--- config.mk ---
export PLATFORM = sky130hd
export DESIGN_NAME = lfc_wheel_pid
export DESIGN_NICKNAME = d
export VERILOG_FILES = /design/src/design/line_follow_cascade_pid_core_defines.svh /design/src/design/lfc_pkg.sv /design/src/design/lfc_wheel_pid.sv
export SDC_FILE = /design/constraint.sdc
export NUM_CORES = 2
export LEC_CHECK = 0
export BUFFER_PORTS_ARGS = -buffer_cell sky130_fd_sc_hd__buf_2
export CAP_MARGIN = 20
export CORE_ASPECT_RATIO = 1.75
export CORE_MARGIN = 10
export CORE_UTILIZATION = 55
export DETAILED_ROUTE_END_ITERATION = 10
export PLACE_DENSITY_LB_ADDON = 0.12
export SYNTH_ARGS = -nofsm -noshare
export SYNTH_HDL_FRONTEND = slang
export SYNTH_SLANG_ARGS = --single-unit
--- constraint.sdc ---
create_clock -name vclk -period 71.2
set_input_delay 14.24 -clock vclk [all_inputs]
set_output_delay 14.24 -clock vclk [all_outputs]
set_load 0.02 [all_outputs]
--- src/design/line_follow_cascade_pid_core_defines.svh ---
// ----------------------------------------------------------------------------
// line follow cascade pid core: assertion macros
// concurrent checks clocked on clk, with and without the reset guard
// ----------------------------------------------------------------------------
`ifndef LINE_FOLLOW_CASCADE_PID_CORE_DEFINES_SVH
`define LINE_FOLLOW_CASCADE_PID_CORE_DEFINES_SVH

// check that is switched off while rst_n is low
`define LFC_ASSERT(lbl, prop, msg) \
  lbl: assert property (@(posedge clk) disable iff (!rst_n) (prop)) else $error(msg);

// check that also runs through reset
`define LFC_ASSERT_RST(lbl, prop, msg) \
  lbl: assert property (@(posedge clk) (prop)) else $error(msg);

`endif

--- src/design/lfc_pkg.sv ---
// ----------------------------------------------------------------------------
// lfc_pkg
// shared types and fixed constants of the line follow cascade pid core
// ----------------------------------------------------------------------------
`default_nettype none

package lfc_pkg;

  // field and register widths
  localparam int GAIN_W     = 12;
  localparam int BASE_W     = 8;
  localparam int LINE_W     = 8;
  localparam int SUM_W      = 24;
  localparam int TARGET_W   = 16;
  localparam int DRIVE_W    = 8;
  localparam int CFG_IDX_W  = 3;
  localparam int CFG_DATA_W = 12;

  // configuration register indexes
  localparam logic [CFG_IDX_W-1:0] REG_STEER_KP   = 3'd0;
  localparam logic [CFG_IDX_W-1:0] REG_STEER_KI   = 3'd1;
  localparam logic [CFG_IDX_W-1:0] REG_STEER_KD   = 3'd2;
  localparam logic [CFG_IDX_W-1:0] REG_BASE_SPEED = 3'd3;
  localparam logic [CFG_IDX_W-1:0] REG_WHEEL_KP   = 3'd4;
  localparam logic [CFG_IDX_W-1:0] REG_WHEEL_KI   = 3'd5;
  localparam logic [CFG_IDX_W-1:0] REG_WHEEL_KD   = 3'd6;

  // wheel gain reset values
  localparam logic [GAIN_W-1:0] RST_WHEEL_KP = 12'd435;
  localparam logic [GAIN_W-1:0] RST_WHEEL_KI = 12'd256;
  localparam logic [GAIN_W-1:0] RST_WHEEL_KD = 12'd0;

  // operation codes
  localparam logic OP_STEER = 1'b0;
  localparam logic OP_WHEEL = 1'b1;

  // limits and forced targets, whole units
  localparam int OFF_LINE_ERR    = 100;
  localparam int LIM_STEER_INTEG = 20;
  localparam int LIM_STEER_OUT   = 60;
  localparam int LIM_TARGET      = 65;
  localparam int LIM_WHEEL_INTEG = 100;
  localparam int LIM_DRIVE       = 100;
  localparam int FORCE_NEAR      = 30;
  localparam int FORCE_FAR       = -20;

  typedef struct packed {
    logic [GAIN_W-1:0] kp;
    logic [GAIN_W-1:0] ki;
    logic [GAIN_W-1:0] kd;
  } wheel_gain_t;

endpackage

`default_nettype wire

--- src/design/lfc_wheel_pid.sv ---
// ----------------------------------------------------------------------------
// lfc_wheel_pid
// one wheel speed pid: error, clamped integral and drive percent
// ----------------------------------------------------------------------------
`default_nettype none

module lfc_wheel_pid #(
  parameter int FRAC_BITS  = 8,
  parameter int SPEED_BITS = 11
) (
  input  lfc_pkg::wheel_gain_t                       gain,
  input  logic signed [FRAC_BITS+7:0]                goal,
  input  logic signed [SPEED_BITS-1:0]               speed,
  input  logic signed [FRAC_BITS+7:0]                integ,
  input  logic signed [SPEED_BITS+FRAC_BITS:0]       last_err,
  output logic signed [FRAC_BITS+7:0]                integ_nxt,
  output logic signed [SPEED_BITS+FRAC_BITS:0]       err,
  output logic signed [lfc_pkg::DRIVE_W-1:0]         drive
);

  localparam int EW   = SPEED_BITS + FRAC_BITS + 1;
  localparam int IW   = FRAC_BITS + 8;
  localparam int KW   = lfc_pkg::GAIN_W + 1;
  localparam int DW   = EW + KW + 3;
  localparam int CW   = 2 * FRAC_BITS + 8;
  localparam int ILIM = lfc_pkg::LIM_WHEEL_INTEG * (1 << FRAC_BITS);
  localparam int DLIM = lfc_pkg::LIM_DRIVE * (1 << (2 * FRAC_BITS));
  localparam int RND  = (1 << (2 * FRAC_BITS)) - 1;

  logic signed [KW-1:0]    kp_s, ki_s, kd_s;
  logic signed [EW:0]      isum;
  logic signed [EW:0]      ediff;
  logic signed [KW+EW-1:0] pterm;
  logic signed [KW+IW-1:0] iterm;
  logic signed [KW+EW:0]   dterm;
  logic signed [DW-1:0]    dsum;
  logic signed [CW-1:0]    dclamp;
  logic signed [CW-1:0]    dbias;

  assign kp_s = $signed({1'b0, gain.kp});
  assign ki_s = $signed({1'b0, gain.ki});
  assign kd_s = $signed({1'b0, gain.kd});

  assign err  = EW'(goal) - (EW'(speed) <<< FRAC_BITS);
  assign isum = (EW+1)'(integ) + (EW+1)'(err);

  always_comb begin
    if (isum > ILIM) begin
      integ_nxt = IW'(ILIM);
    end else if (isum < -ILIM) begin
      integ_nxt = IW'(-ILIM);
    end else begin
      integ_nxt = IW'(isum);
    end
  end

  assign ediff = (EW+1)'(err) - (EW+1)'(last_err);
  assign pterm = kp_s * err;
  assign iterm = ki_s * integ_nxt;
  assign dterm = kd_s * ediff;
  assign dsum  = DW'(pterm) + DW'(iterm) + DW'(dterm);

  always_comb begin
    if (dsum > DLIM) begin
      dclamp = CW'(DLIM);
    end else if (dsum < -DLIM) begin
      dclamp = CW'(-DLIM);
    end else begin
      dclamp = CW'(dsum);
    end
  end

  // bias negatives so the shift rounds toward zero
  assign dbias = dclamp + (dclamp[CW-1] ? CW'(RND) : CW'(0));
  assign drive = lfc_pkg::DRIVE_W'(dbias >>> (2 * FRAC_BITS));

endmodule

`default_nettype wire
==> impl_results.md <==
- Die width: 198.0 µm
- Synth top area share: 51.74%
- Kind of end point of the critical path: primary output
- Post-CTS setup buffers: 0
- HP Class: input pin to primary output
- Initial antenna violation count: 1
- Vias in the first global route: 27174
- Share of cells above drive strength 1: 5.775%
- Area after DPL: 31760 µm²
- Min Tclk post-route: 44.49 ns
- First-pass GRT wire length: 145000 µm
- Most frequent cells in the layout: inv_1, fa_1, nand2_1
- Nets: 4678
- Synth warn: 0
- Slowest stage delay, CP: 0.64 ns
- Outcome: completed
- Final Non-Filler Cells: 4247
- Total track usage: 29.02%
- IO Pins: 143
- Sequential area share after synthesis: 0%
- DR vias/cell: 5.625
- Arrival time at the worst endpoint: 30.25 ns
- Grt ovf: 0
- Flip-flop and latch count: 0
- Critical path's most frequent cell: fa_1
- Placed insts: 4242
- Dpl hpwl: 79380 µm
- Critical path class: input pin to primary output
- CLK BUF: 0
- Cts repair resizes: 0
- Initial Utilization: 55.37%
- Peak Freq: 22.48 MHz
- Final Routed Wirelength: 91690 µm
- Post-route ant nets: 0
- DIE HEIGHT: 331.5 µm
- Final-report hold violation count: 0
- Fin crit share: 62.49%
- Syn_area_per_cell: 8.656 µm²
- Top post-synthesis cells by area: fa_1, inv_1, ha_1, nand2_1, and2_1
- WP data required: 56.96 ns
- Critical Path Fanout Max: 93
- Gate Count Post-Synth: 3522
- Die Area: 65620 µm²
- Placer Congestion: 0.9506
- Pin count of the biggest net entering global routing: 94
- Routed wire length per instance: 21.59 µm
- Relative slew slack: 29.10%
- Post-synth top area cell: fa_1
- Detailed-router iteration count before antenna repair: 6
- Post-Syn Nets: 4648
- Rows: 114
- Yosys cell types: 68
- Util after Layout: 57.74%
- Final setup TNS: 0 ns
- Max-Cap Viols: 0
- Most common cell after layout, fill and taps aside: inv_1
- Mapped Area: 30490 µm²
- CP max stage cell: buf_4
- Residual DRC: 0
- Vias: 23888
- Final Cell Area: 31790 µm²
- Slew Limit Fails: 0
- CP Launch Type: input pin
- Area Overhead vs Synth: 4.268%
- Port Buffers: 143
- DRT iter0 DRCs: 1295
- Setup-failing EPs final: 0
- RSZ-0062 raised after global routing: no
- FF/Latch Area: 0 µm²
- Worst Max-Slew Pin Slew: 1.060 ns
- Hold bufs inserted after CTS: 0
- Core box area: 55060 µm²
[critical path: cells and delay by family]
family          cells  cell delay [ns]
mux                 2             0.73
compound gates     17             3.24
simple gates       16             4.73
fa+ha+maj          12             4.83
xor+xnor            3             0.54
buf+inv            10             1.85
[routing by layer]
| metal | wire (µm) | GRT usage [%] | share of wire [%] | up-vias |
|---|---|---|---|---|
| li1 | - | - | - | 10384 |
| met1 | 27240 | 26.62 | 30 | 12360 |
| met2 | 50450 | 55.18 | 55 | 799 |
| met3 | 3477 | 1.886 | 3.8 | 345 |
| met4 | 10520 | 26.31 | 11 | 0 |
| met5 | 0 | 0 | 0 | - |
[layout make-up]
class / instances / area (µm²)
timing repair buffer: 183 / 1016
fill: 5134 / 23270
inverter: 1022 / 3836
multi-input combinational: 2345 / 26060
antenna: 1 / 2.502
tap: 696 / 870.8
[cells by family (layout without fill, tap and decap cells)]
group	after synthesis	after routing	synth area share, %
multiplexers	4	4	0.1436
adder cells (fa/ha/maj)	1027	1027	61.55
AO/OA/AOI/OAI	283	283	6.320
other	0	1	0
XOR/XNOR	72	72	2.068
AND/OR/NAND/NOR	959	959	15.30
buffers and inverters	1177	1205	14.61
[synthesized netlist by cell type (5+ instances only)]
library cell,count
nand4_1,10
nor2b_1,26
clkbuf_1,138
o2111ai_1,7
a2111oi_0,5
fa_1,788
a21oi_1,59
a211oi_1,14
o211a_1,7
o31ai_1,6
o21bai_1,11
or4_1,8
and2_1,173
nand2b_1,23
or3_1,7
a311oi_1,9
a31oi_1,7
o211ai_1,5
o21a_1,18
nand2_1,449
nor3_1,23
xor2_1,24
o21ai_0,56
ha_1,239
inv_1,1022
nand3_1,68
buf_2,5
nor2_1,62
xnor2_1,48
a21boi_0,8
buf_4,8
and3_1,85
a21o_1,40
[final timing paths]
check / to / slack [ns] / cells after the start / startpoint
min: err[0] / 28.91 / 2 / goal[0]
max: drive[6] / 26.71 / 60 / speed[1]
[metrics by stage]
step	hold slack [ns]	worst slack [ns]
after floorplan	28.59	28.20
after global placement	28.90	27.22
after detailed placement	28.90	26.92
after CTS	28.91	26.89
after global routing	28.91	25.70
final	28.91	26.71
Power is not shown: default switching activity piles up to over one toggle a cycle in this logic, so the estimate is an artifact.
